**src/rtl/core/dosm_pkg.sv**
```systemverilog
// ----------------------------------------------------------------------------
// dosm_pkg
// Shared types and constants of the screen matcher.
// ----------------------------------------------------------------------------
package dosm_pkg;
  localparam logic [1:0] MODE_LOAD = 2'd0;
  localparam logic [1:0] MODE_TO_GLOBAL = 2'd1;
  localparam logic [1:0] MODE_TO_LOCAL = 2'd2;

  localparam logic [1:0] ST_OK = 2'd0;
  localparam logic [1:0] ST_MISSING = 2'd1;
  localparam logic [1:0] ST_RATIO_ZERO = 2'd2;
  localparam logic [1:0] ST_NO_OVERLAP = 2'd3;

  typedef enum logic [3:0] {
    S_IDLE, S_FIND, S_DECIDE, S_SCAN, S_DIV, S_DIV_WAIT, S_AREA, S_MUL,
    S_CMP, S_FINISH, S_OUT
  } state_t;

  // controller -> datapath
  typedef struct packed {
    logic capture;    // take input beat
    logic load;       // write table
    logic find_clr;   // reset search
    logic find_step;  // check entry at index
    logic scan_clr;   // reset scan index / best
    logic rd;         // read entry at scan index
    logic div_start;  // start both divisions
    logic div_step;
    logic area_calc;  // spans
    logic mul_calc;   // area product
    logic cmp;        // update best
    logic scan_next;
    logic finish;     // form result
  } cmd_t;

  // datapath -> controller
  typedef struct packed {
    logic is_load;
    logic is_query;
    logic is_local;
    logic find_done;
    logic found;
    logic ratio_zero;
    logic used;
    logic div_done;
    logic scan_last;
  } stat_t;
endpackage

```
**src/rtl/core/dosm_ctrl.sv**
```systemverilog
// ----------------------------------------------------------------------------
// dosm_ctrl
// Sequencer for loads, lookups and the overlap scan.
// ----------------------------------------------------------------------------
module dosm_ctrl (
  input  logic           clk,
  input  logic           rst,
  input  logic           in_valid,
  output logic           in_ready,
  output logic           out_valid,
  input  logic           out_ready,
  input  dosm_pkg::stat_t st,
  output dosm_pkg::cmd_t  cmd
);
  dosm_pkg::state_t state, state_next;

  always_ff @(posedge clk) begin
    if (rst) begin
      state <= dosm_pkg::S_IDLE;
    end else begin
      state <= state_next;
    end
  end

  always_comb begin
    state_next = state;
    case (state)
      dosm_pkg::S_IDLE: if (in_valid) state_next = dosm_pkg::S_DECIDE;
      dosm_pkg::S_DECIDE: begin
        if (st.is_load || !st.is_query) state_next = dosm_pkg::S_IDLE;
        else state_next = dosm_pkg::S_FIND;
      end
      dosm_pkg::S_FIND: begin
        if (st.find_done) begin
          if (st.is_local && st.found && !st.ratio_zero) state_next = dosm_pkg::S_SCAN;
          else state_next = dosm_pkg::S_FINISH;
        end
      end
      dosm_pkg::S_SCAN: state_next = dosm_pkg::S_DIV;
      dosm_pkg::S_DIV: begin
        if (!st.used) state_next = st.scan_last ? dosm_pkg::S_FINISH : dosm_pkg::S_SCAN;
        else state_next = dosm_pkg::S_DIV_WAIT;
      end
      dosm_pkg::S_DIV_WAIT: if (st.div_done) state_next = dosm_pkg::S_AREA;
      dosm_pkg::S_AREA: state_next = dosm_pkg::S_MUL;
      dosm_pkg::S_MUL: state_next = dosm_pkg::S_CMP;
      dosm_pkg::S_CMP: state_next = st.scan_last ? dosm_pkg::S_FINISH : dosm_pkg::S_SCAN;
      dosm_pkg::S_FINISH: state_next = dosm_pkg::S_OUT;
      dosm_pkg::S_OUT: if (out_ready) state_next = dosm_pkg::S_IDLE;
      default: state_next = dosm_pkg::S_IDLE;
    endcase
  end

  always_comb begin
    cmd = '0;
    in_ready = 1'b0;
    out_valid = 1'b0;
    case (state)
      dosm_pkg::S_IDLE: begin
        in_ready = 1'b1;
        cmd.capture = in_valid;
      end
      dosm_pkg::S_DECIDE: begin
        cmd.load = st.is_load;
        cmd.find_clr = 1'b1;
        cmd.scan_clr = 1'b1;
      end
      dosm_pkg::S_FIND: cmd.find_step = 1'b1;
      dosm_pkg::S_SCAN: cmd.rd = 1'b1;
      dosm_pkg::S_DIV: begin
        cmd.div_start = st.used;
        cmd.scan_next = !st.used;
      end
      dosm_pkg::S_DIV_WAIT: cmd.div_step = 1'b1;
      dosm_pkg::S_AREA: cmd.area_calc = 1'b1;
      dosm_pkg::S_MUL: cmd.mul_calc = 1'b1;
      dosm_pkg::S_CMP: begin
        cmd.cmp = 1'b1;
        cmd.scan_next = 1'b1;
      end
      dosm_pkg::S_FINISH: cmd.finish = 1'b1;
      dosm_pkg::S_OUT: out_valid = 1'b1;
      default: cmd = '0;
    endcase
  end
endmodule

```
**config.mk**
```make
export PLATFORM = sky130hd
export DESIGN_NAME = dosm_ctrl
export DESIGN_NICKNAME = d
export VERILOG_FILES = /design/src/rtl/core/dosm_pkg.sv /design/src/rtl/core/dosm_ctrl.sv
export SDC_FILE = /design/constraint.sdc
export NUM_CORES = 1
export LEC_CHECK = 0
export BUFFER_PORTS_ARGS = -buffer_cell sky130_fd_sc_hd__buf_2
export CAP_MARGIN = 40
export CORE_AREA = 2 2 39 41
export DETAILED_ROUTE_END_ITERATION = 8
export DIE_AREA = 0 0 41 43
export PLACE_DENSITY = 0.8
export SYNTH_ARGS = -nofsm -noshare
export SYNTH_HDL_FRONTEND = slang
export SYNTH_SLANG_ARGS = --single-unit
```
**constraint.sdc**
```tcl
create_clock -name clk -period 1.7 [get_ports clk]
set_clock_uncertainty 0.1 [all_clocks]
set_input_delay 0 -clock clk [delete_from_list [all_inputs] [get_ports clk]]
set_output_delay 0 -clock clk [all_outputs]
set_load 0.005 [all_outputs]
```
## After elaboration in Yosys (flattened, before gate mapping)

Index checks and enable logic that the tools add are counted.

| cells by class | value |
|---|---|
| eq/ne operators | 14 |
| mux-type cells | 23 |
| reductions and logical operators | 8 |

Operators by type and width:

| cell | number |
|---|---|
| $pmux 4 s11 | 1 |
| $mux 4 | 7 |
| $eq 4x3->1 const B | 4 |
| $mux 1 | 13 |
| $eq 4x4->1 const B | 3 |
| $eq 4x2->1 const B | 2 |
| $ne 2x2->1 const B | 4 |
| $eq 4x1->1 const B | 1 |
| $logic_not 4->1 | 1 |
| $reduce_and 4->1 | 1 |
| $logic_not 1->1 | 3 |
| $logic_and 1x1->1 | 2 |
| $mux 2 | 1 |
| $pmux 1 s2 | 1 |
| $logic_or 1x1->1 | 1 |

| word-level totals | value |
|---|---|
| bits in registers | 4 |
| input bits | 13 |
| output and inout bits | 15 |
| word-level logic and storage cells | 46 |

## Depth between registers and ports, before layout

Gate-level depths: netlist of the first run.

| logic depth | value |
|---|---|
| word-level depth | 5 |
| depth in mapped cells | 6 |
| depth with buffers taken out | 4 |

## Worst setup path after synthesis of the first run

No wires, ideal clock.

| timing | value |
|---|---|
| path kind | reg2reg |
| from | register state[2] |
| to | register state[1] |
| setup time | 0.074 ns |
| data arrival time | 1.013 ns |
| data required time | 1.526 ns |
| path slack | 0.513 ns |
| cell stages (with the launch flop) | 7 |
| buffers on the path | 2 |
| period minus slack after synthesis | 1.187 ns |
| path through | dfxtp_1 > buf_6 > nand2b_4 > buf_6 > o211ai_2 > o211ai_1 > a31oi_1 |

| between the ends | value |
|---|---|
| cells in the longest elaborated chain, start to end | 3 |
| elaborated cells between the ends (all ways) | 17 |
| classes of those cells | eq/ne (14); mux (1); reduce/logical (2) |

RTL lines:

| what | line | RTL |
|---|---|---|
| from (decl) | dosm_ctrl.sv:15 | `dosm_pkg::state_t state, state_next;` |
| from (signal assigned) | dosm_ctrl.sv:19 | `state <= dosm_pkg::S_IDLE;` |
| from (signal assigned) | dosm_ctrl.sv:21 | `state <= state_next;` |
| $eq 4x1->1 (tied with other cells) | dosm_ctrl.sv:27 | `case (state)` |
| $ne 2x2->1 (no source line) | - |  |
| $reduce_and 4->1 (no source line) | - |  |

Several ways; a longest one is shown, not always the timed one.
A chain may end at the register's enable or synchronous reset.

==> run metrics, run 1 <==
status finished clean; Max VDD drop 235 µV; mean routed wirelength per cell 11.7 µm; IO Count 28; crit share post-route 0.892; Rel. slew slack 0.694; Post-DP Area 591 µm²; Reg with most FFs state; Worst-path clk slew 40 ps; CP Cell Sequence buf_4 -> nand2b_4 -> o21ai_1 -> and2_1 -> buf_2; min-delay src st[2]; gr usage total 0.167; Worst EP required around 1600 ps; fraction of registers with async set/reset 0; Post-Syn Nets 80; Vias 576; Final Max Tran Viols 0; Initial DRC Count 3; EDFF count, synth 0; Die Ht 43 µm; Pre-antenna DRT Iters 4; final RePlAce weighted congestion ~0.82; leakage power figure between 0.0002 and 0.0003 µW; GRT overflow 0; Filler cells 152; yosys warns 0; # clock sinks 4; Worst Hold End state[3]; Slew @ Worst Pin 459 ps; Unique masters post-synth 33; Post-DP HPWL 938 µm; final setup fails 0; WP depth 5; Mapped Cells 67; crit end category output port; layout cell share with drive strength beyond 1 0.424; initial antenna violation count 0; CTS tree done; clock latency at the later pin of the worst-skew pair 240 ps; fin area 634 µm²; Mapped Avg Cell Area 7.47 µm²; H-tree Lvls 1; synthesized cell area 500 µm²; end-of-flow core utilization 0.458; Setup crit start kind flop; Die W 41 µm; drt drc 0; first-pass GRT wire length 2080 µm; Die Area 1760 µm²; Area growth syn-to-layout 26.7%; largest net degree at the start of global routing 18; CTS max path bufs 2; CTS Buf Count 3; nets 107; Port Buffers 27; RSZ-0062 raised after global routing false; Top Family by Delay on Critical Path flip-flops; Largest register FFs 4; Worst Hold Class in -> reg; Seq/Total Area, Yosys 0.160; Root Buffer clkbuf_4; vias in the first global route a little under 500; antenna cell count 0; setup TNS 0 ps; Initial Util 0.362; kind of critical path reg -> out; f_max 660 MHz; FP Rows 14; Critical Path AT between 1000 and 1500 ps; R2R depth 4; RR Startpoint state[0]; crit path max fanout 12; top_reg_cell synth dfxtp_1; pwr dens around 670 nW/µm²; biggest regs state (4); DR vias/cell 5.33; flops & latches, synth 4; minimum clock period 1520 ps; hold violation count in the final report 0; final WL 1270 µm; Buf/Inv on CP 2; reg2reg setup slack 240 ps; Placeable Area 1380 µm²; hold path cells 4; antenna viol nets, final 0; CP peak stage delay 380 ps; worst reg2reg path endpoint state[1]; Slowest cell on crit path dfxtp_1; Max Cap Violations 0
## synthesized netlist by cell type, types with 2 or more instances
| cell | number | area share |
|---|---|---|
| nor2_1 | 8 | 0.060 |
| nand2_1 | 6 | 0.045 |
| buf_4 | 4 | 0.060 |
| buf_6 | 4 | 0.090 |
| dfxtp_1 | 4 | 0.16 |
| nand2b_1 | 4 | 0.050 |
| a31oi_1 | 3 | 0.038 |
| nand3b_1 | 3 | 0.045 |
| nor3_1 | 3 | 0.030 |
| a21oi_1 | 2 | 0.020 |
| and2_1 | 2 | 0.025 |
| nor4_1 | 2 | 0.025 |
| o21ai_1 | 2 | 0.020 |
## report_power, final
| part | internal, µW | switching, µW | leakage (µW) |
|---|---|---|---|
| sequential | 105 | 34.5 | 0.0000329 |
| combinational | 86.1 | 77.1 | 0.000248 |
| clock | 79.2 | 43.1 | 0.0000138 |
## timing repair
action                                  4_1_cts  5_1_grt
gates resized for setup                       0        1
buffers inserted                              0        0
endpoints found under the setup margin        0        2
hold buffers                                  2        0
endpoints found under the hold margin         4        0
## final cells by class
class	count	area (µm²)	share of cell area
Multi-Input combinational cell	52	333	0.525
Timing Repair Buffer	31	170	0.268
Sequential cell	4	81.3	0.128
Clock buffer	3	22.5	0.0355
Tap cell	16	20.0	0.0316
Inverter	2	7.51	0.0118
## placed cells by master, fill, tap and decap left out
| cell | Yosys | routed |
|---|---|---|
| clkbuf_4 | 0 | 3 |
| a311oi_1 | 1 | 1 |
| o21ai_0 | 1 | 1 |
| inv_1 | 1 | 1 |
| a2111oi_1 | 1 | 1 |
| nor3_1 | 3 | 3 |
| buf_4 | 4 | 2 |
| and2_1 | 2 | 2 |
| nand2b_4 | 1 | 1 |
| nor2b_1 | 1 | 1 |
| buf_2 | 1 | 27 |
| o211ai_2 | 1 | 1 |
| nand2b_1 | 4 | 4 |
| nor4b_1 | 1 | 1 |
| o31ai_2 | 1 | 1 |
| a31oi_1 | 3 | 3 |
| nor4_1 | 2 | 2 |
| nand2_1 | 6 | 6 |
| a2bb2oi_1 | 1 | 1 |
| nor3_2 | 1 | 1 |
| a21oi_1 | 2 | 2 |
| o211ai_1 | 1 | 1 |
| o21ai_1 | 2 | 2 |
| inv_2 | 1 | 1 |
| nand3b_1 | 3 | 3 |
| nor2_1 | 8 | 8 |
| dlygate4sd3_1 | 0 | 2 |
| o31ai_1 | 1 | 1 |
| dfxtp_1 | 4 | 3 |
| o21bai_1 | 1 | 1 |
| or2_1 | 1 | 1 |
| nor4_2 | 1 | 1 |
| mux2i_1 | 1 | 1 |
| dfxtp_2 | 0 | 1 |
| o22ai_1 | 1 | 1 |
## metal layers
layer  wire length, µm  part of all wire  global-route usage
met1               539              0.43               0.232
met2               600              0.47               0.266
met3               107             0.085                   0
met4                19             0.015              0.0600
met5                 0                 0                   0
## worst reg2reg max path, delay by kind of cell (launching register included)
kind / cells / cell delay [ps]
flops: 1 / 590
compound gates: 3 / 560
simple gates: 1 / 120
## kinds of logic (layout without fill, tap and decap cells)
| logic type | count (synthesis) | count (layout) | share of synthesized area |
|---|---|---|---|
| and+or+nand+nor | 34 | 34 | 0.395 |
| AOI/OAI and AO/OA | 17 | 17 | 0.250 |
| buffers and inverters | 11 | 36 | 0.175 |
| DFF | 4 | 4 | 0.160 |
| muxes | 1 | 1 | 0.0200 |
## how the worst max path moves through the flow
stage	start	end	slack [ps]
detailed placement	state[1]	state[3]	200
finish	state[2]	cmd[1]	180
global route	state[2]	cmd[1]	100
CTS	state[1]	cmd[8]	160
floorplan	state[2]	state[1]	510
global placement	state[1]	state[3]	290
## stage by stage
stage          setup WS (ps)  std cells  hold WS [ps]  power [µW]
2_1_floorplan            513         67         -17.9         264
3_3_place_gp             288        103           121         292
3_5_place_dp             204        103           127         298
4_1_cts                  158        108          38.3         422
5_1_grt                  102        108          81.0         456
6_report                 184        108          37.6         425
Power figures use the tool's default switching activity.
==> inputs of run 2 (changes only) <==
--- a/config.mk
+++ b/config.mk
@@ -10,7 +10,7 @@
 export CORE_AREA = 2 2 39 41
 export DETAILED_ROUTE_END_ITERATION = 8
 export DIE_AREA = 0 0 41 43
-export PLACE_DENSITY = 0.8
+export PLACE_DENSITY_LB_ADDON = 0.3
 export SYNTH_ARGS = -nofsm -noshare
 export SYNTH_HDL_FRONTEND = slang
 export SYNTH_SLANG_ARGS = --single-unit
==> run metrics, run 2 (same netlist as run 1, synthesis figures left out) <==
final RePlAce weighted congestion 0.849 (+3.0%); Worst Hold End state[2]; worst reg2reg path endpoint state[1]; Slowest cell on crit path dfxtp_1; Worst-path clk slew 40 ps (about the same); CTS Buf Count 3 (unchanged); CP peak stage delay 450 ps (+70 ps); FP Rows 14 (unchanged); CTS tree done; initial antenna violation count 0 (unchanged); most frequent cells in the layout 27 x buf_2, 8 x nor2_1, 6 x nand2_1; Area growth syn-to-layout 28.3%; Die Ht 43 µm (unchanged); RSZ-0062 raised after global routing false; reg2reg setup slack 280 ps (+40 ps); crit path max fanout 8 (-4); Critical Path AT 1440 ps (+20 ps); most common cell after layout, fill and taps aside buf_2; Placeable Area 1380 µm² (unchanged); CTS max path bufs 2 (unchanged); Comb pwr share 0.390 (+0.006); vias in the first global route 432 (-11%); clock latency at the later pin of the worst-skew pair 230 ps (about the same); first-pass GRT wire length 1770 µm (-15%); crit share post-route 0.906 (+0.0139); Pre-antenna DRT Iters 4 (unchanged); antenna cell count 0 (unchanged); mean routed wirelength per cell 11.1 µm (-5.0%); Largest register FFs 4 (unchanged); nets 108 (+0.93%); kind of critical path reg -> out; drt drc 0 (unchanged); CP Cell Sequence buf_4 -> nand2b_4 -> o21ai_1 -> and2_1 -> buf_2; Clock Power Share 0.274 (-0.014); final setup fails 0 (unchanged); setup TNS 0 ps (unchanged); Root Buffer clkbuf_4; H-tree Lvls 1 (unchanged); crit end category output port; DR vias/cell 5.12 (-4.0%); minimum clock period 1540 ps (+23.7 ps); Final Max Tran Viols 0 (unchanged); gr usage total 0.143 (-0.0234); pwr dens 650 nW/µm² (-3.0%); hold violation count in the final report 0 (unchanged); Buf/Inv on CP 2 (unchanged); IO Count 28 (unchanged); Initial Util 0.362 (unchanged); Worst EP required 1600 ps (about the same); Slew @ Worst Pin 434 ps (-25.2 ps); sequential fraction of design power 0.335 (+0.006); antenna viol nets, final 0 (unchanged); RR Startpoint state[0]; Sw Share 0.351 (-0.0126); Rel. slew slack 0.711 (+0.0168); Filler cells 151 (-0.66%); P_int 271 µW (about the same); Top Family by Delay on Critical Path flip-flops; Reg with most FFs state; layout cell share with drive strength beyond 1 0.430 (+0.00619); Port Buffers 27 (unchanged); largest net degree at the start of global routing 18 (unchanged); sw power 147 µW (-5.3%); leakage power figure 0.000300 µW (+1.9%); biggest regs state (4); f_max 649 MHz (-1.5%); Worst Hold Class in -> reg; Post-DP HPWL 889 µm (-5.2%); Initial DRC Count 20 (+17); GRT overflow 0 (unchanged); min-delay src st[2]; R2R depth 4 (unchanged); hold path cells 3 (-1); # clock sinks 4 (unchanged); Setup crit start kind flop; final WL 1210 µm (-4.1%); Vias 558 (-3.1%); Max VDD drop 289 µV (+23%); Max Cap Violations 0 (unchanged); Die Area 1760 µm² (unchanged); total power 417 µW (-1.9%); status finished clean; Die W 41 µm (unchanged)
## run 2: cell types whose count changed in the layout (fill, tap and decap cells not counted), sizes merged
cell and change:
buf +1
## run 2: per-layer routing
metal / GRT usage / part of all wire
met5: 0 / 0
met4: 0.0600 / 0
met3: 0.0157 / 0.072
met2: 0.225 / 0.49
met1: 0.189 / 0.44
## run 2: per-stage QoR
stage           util  instance area [µm²]  cells  hold WS [ps]  setup WS, ps
2_1_floorplan      -                  500     67         -17.9           513
3_3_place_gp   0.432                  598    104           120           258
3_5_place_dp   0.432                  598    104           121           189
4_1_cts        0.463                  641    109          36.2           138
5_1_grt        0.464                  642    109          72.7          43.7
6_report       0.464                  642    109          36.0           160
## run 2: worst min-delay path, stage by stage
cell and delay, ps:
buf_2 130, o21ai_1 110, a2111oi_1 70
## run 2: power by group through the flow
stage	combinational (µW)	sequential [µW]	clock (µW)
2_1_floorplan	155	110	0
6_report	163	140	114
3_5_place_dp	160	140	0
5_1_grt	187	144	120
4_1_cts	164	139	118
3_3_place_gp	157	138	0
## run 2: worst max-delay path by stage
stage	from	end	cells past startpoint
global route	state[0]	state[1]	4
finish	state[2]	cmd[1]	5
CTS	state[1]	cmd[8]	3
floorplan	state[2]	state[1]	6
global placement	state[1]	state[3]	4
detailed placement	state[1]	state[1]	4
## run 2: area by class of cell
type | count | area, µm² | area share
Clock buffer | 3 | 22.5 | 0.0351
Sequential cell | 4 | 81.3 | 0.127
Multi-Input combinational cell | 52 | 333 | 0.519
Timing Repair Buffer | 32 | 178 | 0.277
Inverter | 2 | 7.51 | 0.0117
Tap cell | 16 | 20.0 | 0.0312
## run 2: timing repair
item / 4_1_cts / 5_1_grt
hold endpoints to repair: 4 / 0
hold buffers: 2 / 0
gates resized for setup: 0 / 1
endpoints found under the setup margin: 0 / 5
buffers inserted: 0 / 0
